File: src/pes_pkg.sv
package pes_pkg;

   // Default size of the ready store.
   localparam int SLOTS_DEFAULT = 32;

   // Field widths. A position covers slot indexes and the fill count up to 511.
   localparam int POS_W   = 9;
   localparam int ID_W    = 10;
   localparam int PRIO_W  = 8;
   localparam int TIME_W  = 32;
   localparam int BURST_W = 16;
   localparam int KIND_W  = 3;

   // Input function codes.
   localparam logic FUNC_ARRIVAL = 1'b0;
   localparam logic FUNC_TICK    = 1'b1;

   // Policy register codes.
   localparam logic POLICY_FIXED = 1'b0;
   localparam logic POLICY_EDF   = 1'b1;

   // Result kinds.
   typedef enum logic [KIND_W-1:0] {
      KIND_ADMIT  = 3'd0,
      KIND_REJECT = 3'd1,
      KIND_IDLE   = 3'd2,
      KIND_RAN    = 3'd3,
      KIND_DONE   = 3'd4
   } kind_type;

   // One task as held in a cell.
   typedef struct packed {
      logic               valid;
      logic               started;
      logic [ID_W-1:0]    id;
      logic [PRIO_W-1:0]  prio;
      logic [TIME_W-1:0]  deadline;
      logic [BURST_W-1:0] remaining;
      logic [TIME_W-1:0]  arrival;
      logic [TIME_W-1:0]  start;
   } slot_type;

   // Best task seen so far on its way down the chain, with its position.
   typedef struct packed {
      slot_type         slot;
      logic [POS_W-1:0] pos;
   } cand_type;

   // Update broadcast from the controller to every cell.
   typedef enum logic [1:0] {
      CMD_NONE = 2'd0,
      CMD_PUSH = 2'd1,
      CMD_RUN  = 2'd2,
      CMD_POP  = 2'd3
   } cmd_op_type;

   typedef struct packed {
      cmd_op_type        op;
      logic [POS_W-1:0]  pos;
      logic [TIME_W-1:0] now;
      slot_type          data;
   } cmd_type;

endpackage

File: src/pes_cell.sv
module pes_cell #(
   parameter int INDEX = 0
) (
   input  logic               clock,
   input  logic               reset,
   input  logic               policy_mode,
   input  pes_pkg::cmd_type   cmd,
   input  pes_pkg::slot_type  right_slot,
   output pes_pkg::slot_type  slot,
   input  pes_pkg::cand_type  cand_in,
   output pes_pkg::cand_type  cand_out
);

   localparam logic [pes_pkg::POS_W-1:0] MY_POS = pes_pkg::POS_W'(INDEX);

   logic              valid_ff, valid_in;
   logic              started_ff, started_in;
   pes_pkg::slot_type data_ff, data_in;
   pes_pkg::cand_type cand_ff, cand_in_next;
   logic              hit;
   logic              shift;
   logic              mine_better;
   logic              take;

   // Stored task as seen by the neighbors and the selection logic.
   always_comb begin
      slot         = data_ff;
      slot.valid   = valid_ff;
      slot.started = started_ff;
   end

   assign hit   = (cmd.pos == MY_POS);
   assign shift = (cmd.pos <= MY_POS);

   // Apply the broadcast update to this cell.
   always_comb begin
      valid_in   = valid_ff;
      started_in = started_ff;
      data_in    = data_ff;
      case (cmd.op)
         pes_pkg::CMD_PUSH: begin
            if (hit) begin
               valid_in   = 1'b1;
               started_in = 1'b0;
               data_in    = cmd.data;
            end
         end
         pes_pkg::CMD_RUN: begin
            if (hit) begin
               data_in.remaining = data_ff.remaining - 1'b1;
               if (!started_ff) begin
                  started_in   = 1'b1;
                  data_in.start = cmd.now;
               end
            end
         end
         pes_pkg::CMD_POP: begin
            // Cells at and after the finished task close the gap.
            if (shift) begin
               valid_in   = right_slot.valid;
               started_in = right_slot.started;
               data_in    = right_slot;
            end
         end
         default: begin
         end
      endcase
   end

   // Replace the incoming candidate only when this task is strictly better,
   // so the earliest admitted task wins a tie.
   always_comb begin
      if (policy_mode == pes_pkg::POLICY_EDF) begin
         mine_better = (data_ff.deadline < cand_in.slot.deadline);
      end else begin
         mine_better = (data_ff.prio > cand_in.slot.prio);
      end
      take = valid_ff && (!cand_in.slot.valid || mine_better);
      if (take) begin
         cand_in_next.slot = slot;
         cand_in_next.pos  = MY_POS;
      end else begin
         cand_in_next = cand_in;
      end
   end

   assign cand_out = cand_ff;

   // Control bits of the cell.
   always_ff @(posedge clock) begin
      if (reset) begin
         valid_ff   <= 1'b0;
         started_ff <= 1'b0;
         cand_ff    <= '0;
      end else begin
         valid_ff   <= valid_in;
         started_ff <= started_in;
         cand_ff    <= cand_in_next;
      end
   end

   // Task payload.
   always_ff @(posedge clock) begin
      data_ff <= data_in;
   end

endmodule

File: config.mk
export PLATFORM = sky130hd
export DESIGN_NAME = pes_cell
export DESIGN_NICKNAME = d
export VERILOG_FILES = /design/src/pes_pkg.sv /design/src/pes_cell.sv
export SDC_FILE = /design/constraint.sdc
export NUM_CORES = 1
export LEC_CHECK = 0
export BUFFER_PORTS_ARGS = -buffer_cell sky130_fd_sc_hd__buf_2
export CAP_MARGIN = 10
export CORE_AREA = 2 2 281 283
export CTS_CLUSTER_SIZE = 25
export DETAILED_ROUTE_END_ITERATION = 6
export DIE_AREA = 0 0 283 285
export PLACE_DENSITY_LB_ADDON = 0.1
export SLEW_MARGIN = 30
export SYNTH_ARGS = -nofsm -noshare
export SYNTH_HDL_FRONTEND = slang
export SYNTH_SLANG_ARGS = --single-unit
File: constraint.sdc
create_clock -name clock -period 10.6 [get_ports clock]
set_clock_uncertainty 0.2 [all_clocks]
set_input_delay 0.53 -clock clock [delete_from_list [all_inputs] [get_ports clock]]
set_output_delay 0.53 -clock clock [all_outputs]
set_load 0.01 [all_outputs]
==> results of run 1 <==
[area by class of cell]
| class | count | share of cell area |
|---|---|---|
| clock inverter | 10 | 0.00220 |
| tap | 1050 | 0.0624 |
| timing repair buffer | 749 | 0.184 |
| multi-input combinational | 1177 | 0.364 |
| antenna | 14 | 0.00166 |
| clock buffer | 61 | 0.0556 |
| inverter | 49 | 0.00885 |
| sequential | 273 | 0.321 |
[path summary, 6_finish.rpt]
path | endpoint | cells after the start
max reg2reg | cand_out[121]$_SDFF_PP0_ | 9
min reg2reg | valid_ff$_SDFFE_PP0P_ | 2
min | cand_out[140]$_SDFF_PP0_ | 3
max | cand_out[121]$_SDFF_PP0_ | 9
[cell usage in the layout (no fill, tap or decap), types with 7 or more instances in the layout]
cell / instances
dlygate4sd3_1: 9
buf_2: 718
nand3_1: 261
nand2_1: 155
a21oi_1: 56
mux2i_1: 34
dfxtp_1: 143
clkbuf_16: 41
nor2b_1: 221
ha_1: 40
mux2_2: 93
clkbuf_8: 7
nor2_1: 93
o21ai_0: 21
xnor2_1: 9
a32oi_1: 132
clkbuf_1: 13
diode_2: 14
edfxtp_1: 130
inv_1: 48
and2_1: 9
buf_4: 20
[cell usage after synthesis (2+ instances only)]
library cell	n	area [µm²]
a31oi_1	2	12.5
buf_6	10	113
nand3_1	261	1310
and2_1	10	62.6
a32oi_1	132	1160
nand4_1	3	18.8
a211oi_1	2	15.0
nor2_1	95	357
a21oi_1	56	280
o311ai_0	3	26.3
dfxtp_1	143	2860
inv_1	49	184
nor3b_1	3	22.5
o22ai_1	2	12.5
clkbuf_1	91	342
and4_1	2	17.5
nor3_1	5	25.0
nor2b_1	221	1380
buf_4	4	30.0
nand2_1	156	586
buf_2	30	150
ha_1	40	500
mux2i_1	34	340
xor2_1	2	17.5
o21ai_0	21	105
edfxtp_1	130	3900
xnor2_1	9	78.8
mux2_2	93	1050
buf_1	9	33.8
nor4_1	2	12.5
o211ai_1	2	15.0
[logic make-up after synthesis]
| group | share of synthesized area |
|---|---|
| adders and majority gates | 0.0329 |
| buffers and inverters | 0.0560 |
| AOI/OAI and AO/OA | 0.114 |
| and+or+nand+nor | 0.255 |
| DFF | 0.444 |
| muxes | 0.0911 |
| xor gates and xnor gates | 0.00633 |
[state kept, by name (all words and copies together), names as in the netlist]
name	count
cand_out	141
slot	130
started_ff	1
valid_ff	1
[power by group]
| group | switching (mW) | total (mW) | internal, mW |
|---|---|---|---|
| registers | 0.00845 | 1.15 | 1.14 |
| clock network | 0.523 | 1.28 | 0.755 |
| logic | 0.168 | 0.324 | 0.157 |
| total | 0.700 | 2.75 | 2.05 |
[metrics by stage]
step,hold slack [ps],cells,setup WS (ps),area [µm²]
floorplan,270,1643,6280,15200
global placement,385,3288,6170,19700
detailed placement,391,3288,6160,19700
CTS,11.5,3368,6370,21000
global route,42.9,3377,6100,21000
finish,52.3,3383,6380,21100
[routing by layer]
metal	routed length, µm	vias up	GRT usage
li1	-	7259	-
met1	29000	7315	0.200
met2	35600	522	0.294
met3	4760	120	0.0466
met4	2000	24	0.0580
met5	149	-	0
[critical path: stages, from the launching register on]
cell,delay (ps)
edfxtp_1,450
ha_1,340
a21oi_1,140
o21ai_0,160
a2111oi_0,460
buf_4,200
and2_4,730
buf_4,850
a32oi_1,190
o311ai_0,190
[repair_timing]
| action | 4_1_cts | 5_1_grt |
|---|---|---|
| hold buffers | 9 | 0 |
| endpoints found under the setup margin | 0 | 0 |
| hold endpoints to repair | 9 | 0 |
==> flow_summary.ini, run 1 <==
[run_status]
outcome = complete, no violations

[cts]
htreeDepth = 2
cts_root_buffer = clkbuf_16
cts_buffers = 39
numClockSinks = 273
cts_setup_buffers = 0
clk_latency_ps = 550
cts_resized = 0
cts_tree = done
clkTransAtPathRegs_ps = 50
clockBufferDepth = 3

[die]
fp.coreArea_mm2 = 0.0780
die_y_um = 285
fp-row-count = 103
start_util = 0.195
num_io_pins = 724
dieArea_mm2 = 0.0807
die_width_um = 283

[yosys]
ys_warn_count = 0
synth_edf_count = 130
ys.flop_type = dfxtp_1
ys_async_sr_fraction = 0
ys_ff_latch = 273
synth.avg_cell_area_um2 = 9.27
synth_cell_type_count = 52
synth_area_mm2 = 0.0152
syn_nets = 2134
syn_inst = 1643
yosysSeqAreaShare = 0.444

[timing]
fin_tns_setup_ps = 0
setup_violations = 0
hold_viol = 0
tightest_slew_ps = 1020
max_freq_mhz = 237
slew_violations = 0
period_needed_ps = 4220
rsz0062_at_grt = no
relSlewSlack = 0.317
period_share = 0.398

[global_routing]
grt_use_total = 0.169
antenna_found_initial = 24
grt_overflow = 0
grt_pass1_vias = 15300
grt_pass1_wl_um = 104000
grt_max_degree = 122

[layout]
multi_input_area_mm2 = 0.00767
regArea_mm2 = 0.00677
drive_gt1_frac = 0.389
utilization = 0.270
syn2layout_area_growth_pct = 38.4
fin_nets = 2780
fillers = 8468

[hold_path]
hp-class = input pin to register
hold_path_startpoint = cand_in[140]

[route]
via_count = 15200
drc_errors = 0
dr.pass1.iters = 5
wl_per_cell_um = 21.1
antenna_left = 0
viasPerCell = 4.50
routed_wirelength_um = 71500
first_iter_violations = 913

[worst_setup_path]
arrival_ps = 4420
cp-startpoint = slot[103]$_DFFE_PP_
worstSetupPathType = register to register
r2r_setup_slack_ps = 6380
r2r-start = slot[103]$_DFFE_PP_
critPathLaunchType = register
worstPathMaxFanout = 69
crit_required_ps = 10800
end_kind = register

[flow_run]
max_cap_viol_count = 0

[power_and_ir_drop]
power.total_mw = 2.75
leakagePower_nw = 9.10
ir_drop_v = 0.0000916
cellPowerDensity_mw_per_mm2 = 131

[placement]
post-dp-hpwl_um = 51400
gp_congestion = 0.844
port-buffer-count = 721
Power figures use the tool's default switching activity.
==> inputs of run 2 (changes only) <==
CORE_AREA = 2 2 284 286   (was 2 2 281 283)
DIE_AREA = 0 0 286 288   (was 0 0 283 285)
clock period = 4.15 ns   (was 10.6 ns; I/O delays follow)
==> flow_summary.ini, run 2 (synthesis gave the netlist of run 1 again) <==
[timing]
max_freq_mhz = 286
period_needed_ps = 3500
relSlewSlack = 0.366
setup_violations = 0
hold_viol = 0
rsz0062_at_grt = no
slew_violations = 0
period_share = 0.842
fin_tns_setup_ps = 0
tightest_slew_ps = 952

[worst_setup_path]
r2r-start = slot[64]$_DFFE_PP_
worstSetupPathType = register to register
r2r_setup_slack_ps = 650
reg2reg_to = slot[74]$_DFFE_PP_
crit_required_ps = 4260
r2r_cells = 9
worstPathMaxFanout = 5
critPathLaunchType = register
arrival_ps = 3610
end_kind = register

[layout]
fillers = 8468
layout_common_cells = buf_2, dlygate4sd3_1, nand3_1, nor2b_1, nand2_1
drive_gt1_frac = 0.335
fin_nets = 3184
utilization = 0.317
syn2layout_area_growth_pct = 65.8
mostFrequentLayoutCell = buf_2
largest_reg_flops = 141

[cts]
cts_tree = done
cts_root_buffer = clkbuf_16
numClockSinks = 273
cts_buffers = 40
clk_latency_ps = 560
htreeDepth = 2
clkTransAtPathRegs_ps = 60
clockBufferDepth = 3

[power_and_ir_drop]
cellPowerDensity_mw_per_mm2 = 297
leakagePower_nw = 10.9
combPwrFrac = 0.158
swShare = 0.252
p_clk_frac = 0.451
p_int_mw = 5.60
seqPwrFrac = 0.391
ir_drop_v = 0.000215
power.total_mw = 7.49
p_sw_mw = 1.89

[run_status]
outcome = complete, no violations

[route]
drc_errors = 0
dr.pass1.iters = 5
wl_per_cell_um = 19.9
first_iter_violations = 860
viasPerCell = 4.39
antenna_left = 0
routed_wirelength_um = 75300
via_count = 16700

[global_routing]
grt_overflow = 0
grt_use_total = 0.173
grt_pass1_wl_um = 108000
grt_pass1_vias = 17100
antenna_found_initial = 15
grt_max_degree = 127

[placement]
post-dp-hpwl_um = 53500
port-buffer-count = 721
gp_congestion = 0.797

[die]
fp-row-count = 104
fp.coreArea_mm2 = 0.0796
num_io_pins = 724
dieArea_mm2 = 0.0824
start_util = 0.191
die_y_um = 288
die_width_um = 286

[hold_path]
min_path_cells = 3
hp-class = input pin to register
min_to = slot[17]$_DFFE_PP_
hold_path_startpoint = right_slot[17]

[flow_run]
max_cap_viol_count = 0
## run 2: per-stage QoR
| step | std cells | cell area (µm²) | hold WS (ps) | worst slack (ps) |
|---|---|---|---|---|
| finish | 3789 | 25200 | 13.2 | 654 |
| global route | 3789 | 25200 | 51.0 | 528 |
| CTS | 3785 | 25200 | 4.57 | 641 |
| detailed placement | 3308 | 19900 | 214 | 790 |
| global placement | 3308 | 19900 | 214 | 791 |
| floorplan | 1643 | 15200 | 123 | 153 |
## run 2: final cells by class
class	count	area (µm²)	area share
Antenna cell	4	10.0	0.000397
Clock buffer	62	1180	0.0466
Clock inverter	12	91.3	0.00362
Inverter	49	186	0.00739
Multi-Input combinational cell	1177	7670	0.304
Sequential cell	273	6770	0.268
Tap cell	1060	1330	0.0525
Timing Repair Buffer	1152	8020	0.318
## run 2: worst max path at each step
stage	slack, ps	cells after the start	start	endpoint
3_5_place_dp	790	8	slot[119]$_DFFE_PP_	cand_out[116]$_SDFF_PP0_
5_1_grt	530	9	slot[64]$_DFFE_PP_	slot[74]$_DFFE_PP_
3_3_place_gp	790	8	slot[119]$_DFFE_PP_	cand_out[116]$_SDFF_PP0_
4_1_cts	640	9	slot[64]$_DFFE_PP_	slot[74]$_DFFE_PP_
2_1_floorplan	150	4	cmd[173]	slot[0]$_DFFE_PP_
6_report	650	9	slot[64]$_DFFE_PP_	slot[74]$_DFFE_PP_
## run 2: critical path, cell delays in order, from the launching register on
cell	delay [ps]
edfxtp_1	510
inv_1	150
ha_1	230
or4b_2	670
nor2_1	290
nand2_1	110
xor2_1	150
o21ai_0	110
mux2_2	280
dlygate4sd3_1	550
## run 2: power by group through the flow
| stage | clock network, mW | registers [mW] | logic (mW) |
|---|---|---|---|
| 2_1_floorplan | 0 | 3.02 | 0.370 |
| 5_1_grt | 3.61 | 2.94 | 1.30 |
| 6_report | 3.38 | 2.93 | 1.18 |
| 4_1_cts | 3.51 | 2.93 | 1.20 |
| 3_3_place_gp | 0 | 2.99 | 0.833 |
| 3_5_place_dp | 0 | 2.99 | 0.839 |
## run 2: per-layer routing
layer | share of wire | track usage | vias up
met2 | 0.50 | 0.303 | 510
met3 | 0.062 | 0.0450 | 130
met4 | 0.031 | 0.0599 | 18
li1 | - | - | 8050
met5 | 0.0016 | 0 | -
met1 | 0.41 | 0.205 | 7944
## run 2: timing repair
action	in CTS	in global routing
setup buffers	0	0
hold buffers	403	0
resized for setup	0	0
endpoints found under the hold margin	272	0
==> inputs of run 3 (changes only) <==
clock period = 3.4 ns   (was 4.15 ns; I/O delays follow)
==> flow_summary.ini, run 3 (synthesis gave the netlist of run 1 again) <==
[run_status]
outcome = complete, no violations

[worst_setup_path]
r2r_cells = 8
r2r_setup_slack_ps = 150
arrival_ps = 3450
cp_cell_sequence = ha_1 -> nand2_1 -> nor4_4 -> o311ai_2 -> a311o_2 -> buf_12 -> a32oi_1 -> o311ai_0
crit_required_ps = 3600
worstPathMaxFanout = 52
reg2reg_to = cand_out[73]$_SDFF_PP0_
crit_family = compound AO/OA/AOI/OAI gates
r2r-start = slot[95]$_DFFE_PP_
worstSetupPathType = register to register
end_kind = register
cpPeakStageDelay_ps = 580
critPathLaunchType = register
path_buf_inv = 1
cp_slowest_cell = a311o_2

[hold_path]
hp-class = input pin to register
hold_path_startpoint = policy_mode
min_to = cand_out[138]$_SDFF_PP0_
min_path_cells = 7

[placement]
gp_congestion = 0.781
port-buffer-count = 721
post-dp-hpwl_um = 54500

[power_and_ir_drop]
p_clk_frac = 0.454
p_int_mw = 6.95
power.total_mw = 9.24
seqPwrFrac = 0.387
ir_drop_v = 0.000256
p_sw_mw = 2.30
cellPowerDensity_mw_per_mm2 = 361
combPwrFrac = 0.159
leakagePower_nw = 11.0
swShare = 0.249

[layout]
fin_nets = 3205
fillers = 8500
largest_reg_flops = 141
syn2layout_area_growth_pct = 68.0
drive_gt1_frac = 0.340
layout_common_cells = buf_2, dlygate4sd3_1, nand3_1, nor2b_1, nand2_1
mostFrequentLayoutCell = buf_2

[die]
fp.coreArea_mm2 = 0.0796
start_util = 0.191
dieArea_mm2 = 0.0824
die_width_um = 286
fp-row-count = 104
die_y_um = 288
num_io_pins = 724

[cts]
clockBufferDepth = 3
cts_root_buffer = clkbuf_16
numClockSinks = 273
htreeDepth = 2
clkTransAtPathRegs_ps = 50
cts_tree = done
clk_latency_ps = 550
cts_buffers = 40

[flow_run]
max_cap_viol_count = 0

[timing]
slew_violations = 0
rsz0062_at_grt = no
tightest_slew_ps = 619
relSlewSlack = 0.587
max_freq_mhz = 308
fin_tns_setup_ps = 0
hold_viol = 0
period_share = 0.955
holdWs_ps = 152
setup_violations = 0
period_needed_ps = 3250

[route]
antenna_left = 0
first_iter_violations = 871
drc_errors = 0
via_count = 16900
routed_wirelength_um = 76200
wl_per_cell_um = 20.0
dr.pass1.iters = 5
viasPerCell = 4.45

[global_routing]
met1_usage = 0.207
grt_max_degree = 127
grt_util_met2 = 0.312
grt_util_met3 = 0.0441
antenna_found_initial = 19
grt_use_total = 0.175
grt_overflow = 0
busiest_layer = met2
grt_pass1_vias = 17300
grt_pass1_wl_um = 109000
## run 3: changes by cell type in the layout (fill, tap and decap cells not counted), moves of 2 or more
cell / previous run / this run
dlygate4sd3_1: 403 / 407
clkbuf_1: 15 / 13
buf_4: 18 / 26
bufinv_16: 1 / 3
buf_12: 12 / 20
## run 3: cell type report
type                    count  area, µm²  share of cell area
clock buffers              59       1140              0.0447
flip-flops and latches    273       6770               0.265
repair buffers           1173       8310               0.325
well taps                1060       1330              0.0519
diodes                      4       10.0            0.000391
inverters                  49        186             0.00729
clock inverters            13        138             0.00538
multi-input cells        1177       7700               0.301
## run 3: power groups by stage
| stage | clock [mW] | combinational [mW] | sequential [mW] |
|---|---|---|---|
| after floorplan | 0 | 0.451 | 3.69 |
| after global placement | 0 | 1.03 | 3.65 |
| after detailed placement | 0 | 1.04 | 3.64 |
| after CTS | 4.36 | 1.49 | 3.57 |
| after global routing | 4.47 | 1.61 | 3.58 |
| final | 4.20 | 1.47 | 3.57 |
## run 3: tightest hold or removal path: stages
cell     delay, ps
buf_2           90
a31oi_1         40
o21ai_0        140
buf_4          160
nor2_4         100
nand2_1         80
nand3_1         60
## run 3: worst max path at each step
stage          cells past startpoint                from  slack, ps                      end
3_3_place_gp                       8  slot[95]$_DFFE_PP_        130  cand_out[73]$_SDFF_PP0_
3_5_place_dp                       8  slot[95]$_DFFE_PP_         60  cand_out[73]$_SDFF_PP0_
2_1_floorplan                      3            cmd[166]        440      slot[100]$_DFFE_PP_
4_1_cts                            8  slot[95]$_DFFE_PP_         40  cand_out[73]$_SDFF_PP0_
5_1_grt                            8  slot[95]$_DFFE_PP_         20  cand_out[73]$_SDFF_PP0_
6_report                           8  slot[95]$_DFFE_PP_        150  cand_out[73]$_SDFF_PP0_
## run 3: routing by layer
metal | part of all wire | wire length (µm) | vias to the layer above
met5 | 0.0018 | 138 | -
met4 | 0.025 | 1900 | 22
met3 | 0.066 | 5040 | 114
met2 | 0.51 | 38600 | 554
met1 | 0.40 | 30500 | 8186
li1 | - | - | 8070
## run 3: metrics by stage
stage	area, µm²	setup slack (ps)	std cells	util
finish	25600	152	3808	0.321
global route	25600	15.9	3807	0.321
CTS	25500	35.4	3800	0.320
detailed placement	20100	63.3	3322	0.253
global placement	20100	132	3322	0.253
floorplan	15200	442	1643	-
## run 3: timing repair
action	in CTS	in global routing
gates resized for setup	0	6
hold endpoints to repair	273	8
hold buffers	406	1
buffers inserted	0	2
endpoints found under the setup margin	0	47
